**src/design/cgi_pkg.sv**
```systemverilog
// shared types and constants for the color gradient interpolator
package cgi_pkg;

  localparam int unsigned TIME_W  = 16;
  localparam int unsigned COLOR_W = 32;
  localparam int unsigned KEY_W   = 48;
  localparam int unsigned IDX_W   = 3;
  localparam int unsigned FRAC_W  = 17;
  localparam int unsigned CH_W    = 8;

  localparam logic [IDX_W-1:0] REG_KEY_COUNT = 3'd0;
  localparam logic [IDX_W-1:0] REG_KEY_ZERO  = 3'd1;

  // one classified item on its way to the back end
  typedef struct packed {
    logic               direct;
    logic [COLOR_W-1:0] c_lo;
    logic [COLOR_W-1:0] c_hi;
    logic [TIME_W-1:0]  num;
    logic [TIME_W-1:0]  span;
  } job_t;

endpackage

```
**src/design/cgi_front.sv**
```systemverilog
// key registers and segment search for each incoming position
module cgi_front #(
  parameter int unsigned MAX_KEYS = 7
) (
  input  logic                          clk_i,
  input  logic                          rst_ni,
  input  logic                          cfg_we_i,
  input  logic [cgi_pkg::IDX_W-1:0]     cfg_idx_i,
  input  logic [cgi_pkg::KEY_W-1:0]     cfg_data_i,
  input  logic [cgi_pkg::TIME_W-1:0]    position_i,
  output cgi_pkg::job_t                 job_o
);

  localparam int unsigned KIW = $clog2(MAX_KEYS);

  logic [cgi_pkg::IDX_W-1:0] count_q;
  logic [cgi_pkg::KEY_W-1:0] keys_q [MAX_KEYS];

  always_ff @(posedge clk_i or negedge rst_ni) begin
    if (!rst_ni) begin
      count_q <= cgi_pkg::IDX_W'(1);
      for (int k = 0; k < MAX_KEYS; k++) begin
        keys_q[k] <= '0;
      end
    end else if (cfg_we_i) begin
      if (cfg_idx_i == cgi_pkg::REG_KEY_COUNT) begin
        count_q <= cfg_data_i[cgi_pkg::IDX_W-1:0];
      end else begin
        for (int k = 0; k < MAX_KEYS; k++) begin
          if (cfg_idx_i == cgi_pkg::IDX_W'(k) + cgi_pkg::REG_KEY_ZERO) begin
            keys_q[k] <= cfg_data_i;
          end
        end
      end
    end
  end

  logic [cgi_pkg::IDX_W-1:0]  n;
  logic [cgi_pkg::IDX_W-1:0]  last_idx;
  logic [cgi_pkg::KEY_W-1:0]  last_key;
  logic [cgi_pkg::TIME_W-1:0] t0, tl, t1, t2;
  logic                       found;
  logic [KIW-1:0]             seg;

  always_comb begin
    n = count_q;
    if (n == '0) n = cgi_pkg::IDX_W'(1);
    if (32'(n) > MAX_KEYS) n = cgi_pkg::IDX_W'(MAX_KEYS);
    last_idx = n - cgi_pkg::IDX_W'(1);
    last_key = keys_q[0];
    for (int k = 0; k < MAX_KEYS; k++) begin
      if (last_idx == cgi_pkg::IDX_W'(k)) last_key = keys_q[k];
    end
    t0 = keys_q[0][47:32];
    tl = last_key[47:32];
    // first bracketing pair wins
    found = 1'b0;
    seg   = '0;
    for (int i = 0; i < MAX_KEYS - 1; i++) begin
      if (!found && (cgi_pkg::IDX_W'(i + 1) < n)
          && position_i >= keys_q[i][47:32] && position_i <= keys_q[i+1][47:32]) begin
        found = 1'b1;
        seg   = KIW'(i);
      end
    end
    t1 = keys_q[seg][47:32];
    t2 = keys_q[KIW'(seg + KIW'(1))][47:32];

    job_o.c_lo   = keys_q[seg][31:0];
    job_o.c_hi   = keys_q[KIW'(seg + KIW'(1))][31:0];
    job_o.num    = position_i - t1;
    job_o.span   = t2 - t1;
    job_o.direct = 1'b0;
    if (position_i <= t0) begin
      job_o.direct = 1'b1;
      job_o.c_lo   = keys_q[0][31:0];
    end else if (position_i >= tl || !found) begin
      job_o.direct = 1'b1;
      job_o.c_lo   = last_key[31:0];
    end else if (t2 == t1) begin
      job_o.direct = 1'b1;
    end
  end

endmodule

```
**src/design/cgi_queue.sv**
```systemverilog
// two-entry item queue between front and back
module cgi_queue (
  input  logic          clk_i,
  input  logic          rst_ni,
  input  logic          push_i,
  input  cgi_pkg::job_t data_i,
  output logic          full_o,
  input  logic          pop_i,
  output logic          empty_o,
  output cgi_pkg::job_t data_o
);

  cgi_pkg::job_t mem_q [2];
  logic          wp_q, rp_q;
  logic [1:0]    cnt_q;

  assign full_o  = cnt_q == 2'd2;
  assign empty_o = cnt_q == 2'd0;
  assign data_o  = mem_q[rp_q];

  always_ff @(posedge clk_i) begin
    if (push_i && !full_o) mem_q[wp_q] <= data_i;
  end

  always_ff @(posedge clk_i or negedge rst_ni) begin
    if (!rst_ni) begin
      wp_q  <= 1'b0;
      rp_q  <= 1'b0;
      cnt_q <= 2'd0;
    end else begin
      if (push_i && !full_o) wp_q <= ~wp_q;
      if (pop_i && !empty_o) rp_q <= ~rp_q;
      cnt_q <= cnt_q + 2'(push_i && !full_o) - 2'(pop_i && !empty_o);
    end
  end

endmodule

```
**src/design/cgi_back.sv**
```systemverilog
// fraction divider, channel lerp and result register
module cgi_back #(
  parameter int unsigned CHANNEL_BITS = 8
) (
  input  logic                    clk_i,
  input  logic                    rst_ni,
  input  logic                    q_empty_i,
  input  cgi_pkg::job_t           job_i,
  output logic                    q_pop_o,
  output logic                    empty_o,
  input  logic                    pop_i,
  output logic [CHANNEL_BITS-1:0] red_o,
  output logic [CHANNEL_BITS-1:0] green_o,
  output logic [CHANNEL_BITS-1:0] blue_o,
  output logic [CHANNEL_BITS-1:0] alpha_o
);

  typedef enum logic [1:0] {ST_IDLE, ST_DIV, ST_LERP} state_e;

  state_e                          state_q;
  logic [4:0]                      cnt_q;
  logic [cgi_pkg::FRAC_W:0]        rem_q;
  logic [cgi_pkg::FRAC_W-1:0]      quo_q;
  logic [cgi_pkg::TIME_W-1:0]      span_q;
  logic [cgi_pkg::COLOR_W-1:0]     lo_q, hi_q;
  logic                            vld_q;
  logic [cgi_pkg::COLOR_W-1:0]     col_q;

  logic                            out_free;
  logic                            out_load;
  logic                            ge;
  logic [cgi_pkg::FRAC_W:0]        rem_n;
  logic [cgi_pkg::COLOR_W-1:0]     lerp;

  assign out_free = !vld_q || pop_i;
  assign empty_o  = !vld_q;
  assign q_pop_o  = (state_q == ST_IDLE) && !q_empty_i && (!job_i.direct || out_free);
  // result register takes a new color this cycle
  assign out_load = ((state_q == ST_IDLE) && q_pop_o && job_i.direct)
                    || ((state_q == ST_LERP) && out_free);

  // restoring division, one quotient bit per cycle
  assign ge    = rem_q >= {2'b00, span_q};
  assign rem_n = ge ? rem_q - {2'b00, span_q} : rem_q;

  always_comb begin
    logic signed [8:0]  d;
    logic signed [26:0] p;
    for (int c = 0; c < 4; c++) begin
      d = $signed({1'b0, hi_q[c*8 +: 8]}) - $signed({1'b0, lo_q[c*8 +: 8]});
      p = d * $signed({1'b0, quo_q});
      lerp[c*8 +: 8] = lo_q[c*8 +: 8] + p[23:16];
    end
  end

  always_ff @(posedge clk_i or negedge rst_ni) begin
    if (!rst_ni) begin
      state_q <= ST_IDLE;
      cnt_q   <= '0;
      vld_q   <= 1'b0;
    end else begin
      if (out_load) vld_q <= 1'b1;
      else if (pop_i) vld_q <= 1'b0;
      case (state_q)
        ST_IDLE: begin
          if (q_pop_o) begin
            if (job_i.direct) begin
              col_q <= job_i.c_lo;
            end else begin
              state_q <= ST_DIV;
              cnt_q   <= '0;
              rem_q   <= {2'b00, job_i.num};
              span_q  <= job_i.span;
              lo_q    <= job_i.c_lo;
              hi_q    <= job_i.c_hi;
            end
          end
        end
        ST_DIV: begin
          rem_q <= {rem_n[cgi_pkg::FRAC_W-1:0], 1'b0};
          quo_q <= {quo_q[cgi_pkg::FRAC_W-2:0], ge};
          cnt_q <= cnt_q + 5'd1;
          if (cnt_q == 5'(cgi_pkg::FRAC_W - 1)) state_q <= ST_LERP;
        end
        ST_LERP: begin
          if (out_free) begin
            col_q   <= lerp;
            state_q <= ST_IDLE;
          end
        end
        default: state_q <= ST_IDLE;
      endcase
    end
  end

  assign red_o   = CHANNEL_BITS'(col_q[31:24]);
  assign green_o = CHANNEL_BITS'(col_q[23:16]);
  assign blue_o  = CHANNEL_BITS'(col_q[15:8]);
  assign alpha_o = CHANNEL_BITS'(col_q[7:0]);

endmodule

```
**src/design/color_gradient_interpolator.sv**
```systemverilog
// top level of the color gradient interpolator
// Maps a 16-bit position to an RGBA color through up to MAX_KEYS keys.
// Input side is a queue: drive position_i with push, hold off while full.
// Result side is a queue: a color sits on red_o..alpha_o while empty is low,
// and pop takes it. Keys and key_count are written through cfg_we_i,
// cfg_idx_i and cfg_data_i while no item is in flight.
// The front end finds the bracketing key pair in the cycle an item is pushed
// and drops it into a two-entry queue. A position that lands on or beyond an
// end key, or on a zero-span pair, is written to the result register at the
// edge it leaves the queue. Any other item runs the bit-serial fraction
// divider for a 17-bit quotient and then the lerp step; the back end takes
// no new item until it is done, so the divider sets the throughput for
// interpolated items.
// When the receiver stalls the result register holds, the back end waits,
// the queue fills and full rises. Reset empties everything and sets one
// key at time zero with color zero.
module color_gradient_interpolator #(
  parameter int unsigned MAX_KEYS     = 7,
  parameter int unsigned CHANNEL_BITS = 8
) (
  input  logic                          clk_i,
  input  logic                          rst_ni,
  input  logic                          cfg_we_i,
  input  logic [cgi_pkg::IDX_W-1:0]     cfg_idx_i,
  input  logic [cgi_pkg::KEY_W-1:0]     cfg_data_i,
  input  logic                          push,
  output logic                          full,
  input  logic [cgi_pkg::TIME_W-1:0]    position_i,
  output logic                          empty,
  input  logic                          pop,
  output logic [CHANNEL_BITS-1:0]       red_o,
  output logic [CHANNEL_BITS-1:0]       green_o,
  output logic [CHANNEL_BITS-1:0]       blue_o,
  output logic [CHANNEL_BITS-1:0]       alpha_o
);

  cgi_pkg::job_t job_in, job_out;
  logic          q_empty, q_pop;

  cgi_front #(.MAX_KEYS(MAX_KEYS)) u_front (
    .clk_i, .rst_ni, .cfg_we_i, .cfg_idx_i, .cfg_data_i,
    .position_i, .job_o(job_in)
  );

  cgi_queue u_queue (
    .clk_i, .rst_ni, .push_i(push), .data_i(job_in), .full_o(full),
    .pop_i(q_pop), .empty_o(q_empty), .data_o(job_out)
  );

  cgi_back #(.CHANNEL_BITS(CHANNEL_BITS)) u_back (
    .clk_i, .rst_ni, .q_empty_i(q_empty), .job_i(job_out), .q_pop_o(q_pop),
    .empty_o(empty), .pop_i(pop),
    .red_o, .green_o, .blue_o, .alpha_o
  );

endmodule
```
**config.mk**
```make
export PLATFORM = sky130hd
export DESIGN_NAME = color_gradient_interpolator
export DESIGN_NICKNAME = d
export VERILOG_FILES = /design/src/design/cgi_pkg.sv /design/src/design/cgi_front.sv /design/src/design/cgi_queue.sv /design/src/design/cgi_back.sv /design/src/design/color_gradient_interpolator.sv
export SDC_FILE = /design/constraint.sdc
export NUM_CORES = 2
export LEC_CHECK = 0
export BUFFER_PORTS_ARGS = -buffer_cell sky130_fd_sc_hd__buf_4
export CORE_ASPECT_RATIO = 0.6
export CORE_UTILIZATION = 30
export DETAILED_ROUTE_END_ITERATION = 8
export SLEW_MARGIN = 30
export SYNTH_ARGS = -nofsm -noshare
export SYNTH_HDL_FRONTEND = slang
export SYNTH_HIERARCHICAL = 1
export SYNTH_SLANG_ARGS = --single-unit
export TNS_END_PERCENT = 1
```
**constraint.sdc**
```tcl
create_clock -name clk_i -period 9 [get_ports clk_i]
set_input_delay 2.25 -clock clk_i [delete_from_list [all_inputs] [get_ports clk_i]]
set_output_delay 2.25 -clock clk_i [all_outputs]
set_load 0.1 [all_outputs]
```
==> flow_summary.ini <==
[route]
routed_via_density = 5.33
detail-route-antenna-nets = 0
first_pass_iters = 9
wl_um = 191000
drtIter0Drc = 4628
vias = 44962
drc = 0
wl_per_cell_um = 22.6

[placement]
gp_congestion = 0.956
dpl.hpwl_um = 135000
dp.cells = 8283
port_buffers = 105

[critical_path]
cp.required_ps = 9410
crit_path_end_kind = flop
path_class = reg2reg
critPathArrivalTime_ps = 8900
slowest_delay_ps = 570
cp_common_cell = fa_1
cpMaxStageDelayCell = fa_1
r2r_slack_ps = 510
worstSetupStartpointType = flop
path_max_fanout = 3

[global_routing]
antenna_found_initial = 19
grt_start_max_net_pins = 128
grt_first_pass_wirelength_um = 289000
grt_pass1_vias = 44299
track_usage_pct = 19.4
gr-total-overflow = 0

[clock_tree]
cts.sinks = 692
cts_made_buffers = 72
htree_levels = 3
path_clk_slew_ps = 70
ctsHoldBuffers = 0
cts_buffer_depth = 3
root_buffer = clkbuf_16
cts_tree = built
clk-insertion-delay-late_ps = 690

[die]
core_area_mm2 = 0.194
ios = 106
die_w_um = 572
initial_core_util_pct = 30.2
dieHeight_um = 344
num_rows = 125
dieArea_mm2 = 0.197

[cells_and_area]
layout_common_cells = nand2_1 (595), inv_1 (506), ha_1 (445)
final_cells = 8429
final_common_cell = nand2_1
fin_nets = 6705
drive_gt1_share_pct = 17.0
synthToLayoutAreaGrowth_pct = 11.9

[synthesis]
syn_avg_cell_area_um2 = 10.2
synth_ff_type = dfrtp_1
ys_seq_area_share_pct = 32.5
synthArstFlopShare_pct = 50.7
synth_cell_type_count = 105
synth_area_mm2 = 0.0585
syn-instance-count = 5708
synth_edf_count = 341
ys_warn_count = 6
synth_nets = 6655
ys_seq_elements = 692

[timing]
slew_headroom_pct = 26.4
min_period_ps = 8490
worstMarginPinSlew_ps = 1090
holdWs_ps = 534
skew_ps = 34.3
drv_slew = 0
rsz0062_at_grt = true
finalSetupViolations = 0
hold_violations = 0
fin_setup_tns_ps = 0
fmax_ghz = 0.118
post-route-period-util_pct = 94.3

[status]
outcome = complete, no violations

[job]
drv_cap = 0

[hold_path]
hold_class = reg2reg
## cell type report
class	count	area, um2
repair buffers	296	2310
multi-input cells	4186	36500
diodes	9	22.5
fillers	19481	128000
inverters	510	1920
well taps	2603	3260
clock buffers	89	1920
flip-flops and latches	692	19000
clock inverters	44	519
## final timing paths
| check | end | start | cells past startpoint |
|---|---|---|---|
| worst min-delay path | u_front/keys_q[24]$_DFFE_PN0P_ | u_front/keys_q[24]$_DFFE_PN0P_ | 1 |
| worst max register to register | u_back/col_q[15]$_DFFE_PP_ | u_back/lo_q[10]$_DFFE_PP_ | 33 |
| min in group asynchronous | u_front/keys_q[11]$_DFFE_PN0P_ | rst_ni | 1 |
| worst min register to register | u_front/keys_q[24]$_DFFE_PN0P_ | u_front/keys_q[24]$_DFFE_PN0P_ | 1 |
| max in group asynchronous | u_queue/rp_q$_DFFE_PN0P_ | rst_ni | 2 |
| worst max-delay path | u_back/col_q[15]$_DFFE_PP_ | u_back/lo_q[10]$_DFFE_PP_ | 33 |
## synthesized netlist by cell type (20+ instances only)
cell type	instances	share of area, %
a211oi_1	29	0.37
a21o_1	57	0.73
a21oi_1	353	3.0
a221oi_1	54	0.81
a311oi_1	79	1.2
and2_1	294	3.1
and3_1	31	0.33
buf_1	27	0.17
clkbuf_1	271	1.7
dfrtp_1	350	15
edfxtp_1	341	18
fa_1	429	15
ha_1	446	9.5
inv_1	506	3.2
mux2_2	407	7.8
mux2_4	20	0.51
mux2i_1	20	0.34
mux4_2	46	1.8
nand2_1	596	3.8
nand2b_1	138	1.5
nand3_1	22	0.19
nand4_1	39	0.42
nor2_1	306	2.0
nor2b_1	32	0.34
nor3_1	41	0.35
o21a_1	26	0.33
o21ai_0	244	2.1
o22ai_1	70	0.75
or2_2	26	0.28
xnor2_1	90	1.3
xor2_1	44	0.66
## worst max-delay path, delay by kind of cell, from the launching register on
kind / cells / cell delay [ps]
XOR/XNOR: 3 / 490
adder cells (fa/ha/maj): 8 / 3530
AND/OR/NAND/NOR: 9 / 1670
flip-flops: 1 / 380
buffers and inverters: 4 / 220
AO/OA/AOI/OAI: 9 / 1920
## what timing repair did
item | CTS | global route
setup buffers | 0 | 4
gates resized for setup | 0 | 16
endpoints found under the setup margin | 0 | 5
## sequential cells by signal, summed over array words and instances (netlist names)
signal           cells
u_queue/wp_q         1
u_back/hi_q         32
u_back/rem_q        18
u_queue/mem_q      194
u_back/quo_q        17
u_back/col_q        32
u_back/cnt_q         5
u_back/vld_q         1
u_back/span_q       16
u_back/state_q       2
u_front/keys_q     336
u_queue/rp_q         1
u_front/count_q      3
u_back/lo_q         32
u_queue/cnt_q        2
## per-layer routing
layer / up-vias / GRT usage, % / routed length, um
met5: - / 0 / 75
met4: 12 / 4.54 / 4200
met3: 303 / 5.77 / 21700
met2: 2189 / 25.7 / 73100
met1: 22505 / 30.0 / 91500
li1: 19953 / - / -
## through the flow
step           utilization (%)  instance area, um2  setup WS [ps]
2_1_floorplan                -               58500           40.4
3_3_place_gp              32.5               62900            177
3_5_place_dp              32.5               62900            264
4_1_cts                   33.7               65300            222
5_1_grt                   33.8               65400          -69.5
6_report                  33.8               65400            509
## logic make-up after synthesis
group / count (synthesis) / synth area share (%)
mux: 494 / 10.5
buf+inv: 830 / 5.44
fa+ha+maj: 877 / 24.3
compound gates: 1097 / 12.1
flops: 692 / 32.5
xor+xnor: 138 / 2.15
simple gates: 1580 / 13.0
Power is not shown: default switching activity piles up to over one toggle a cycle in this logic, so the estimate is an artifact.
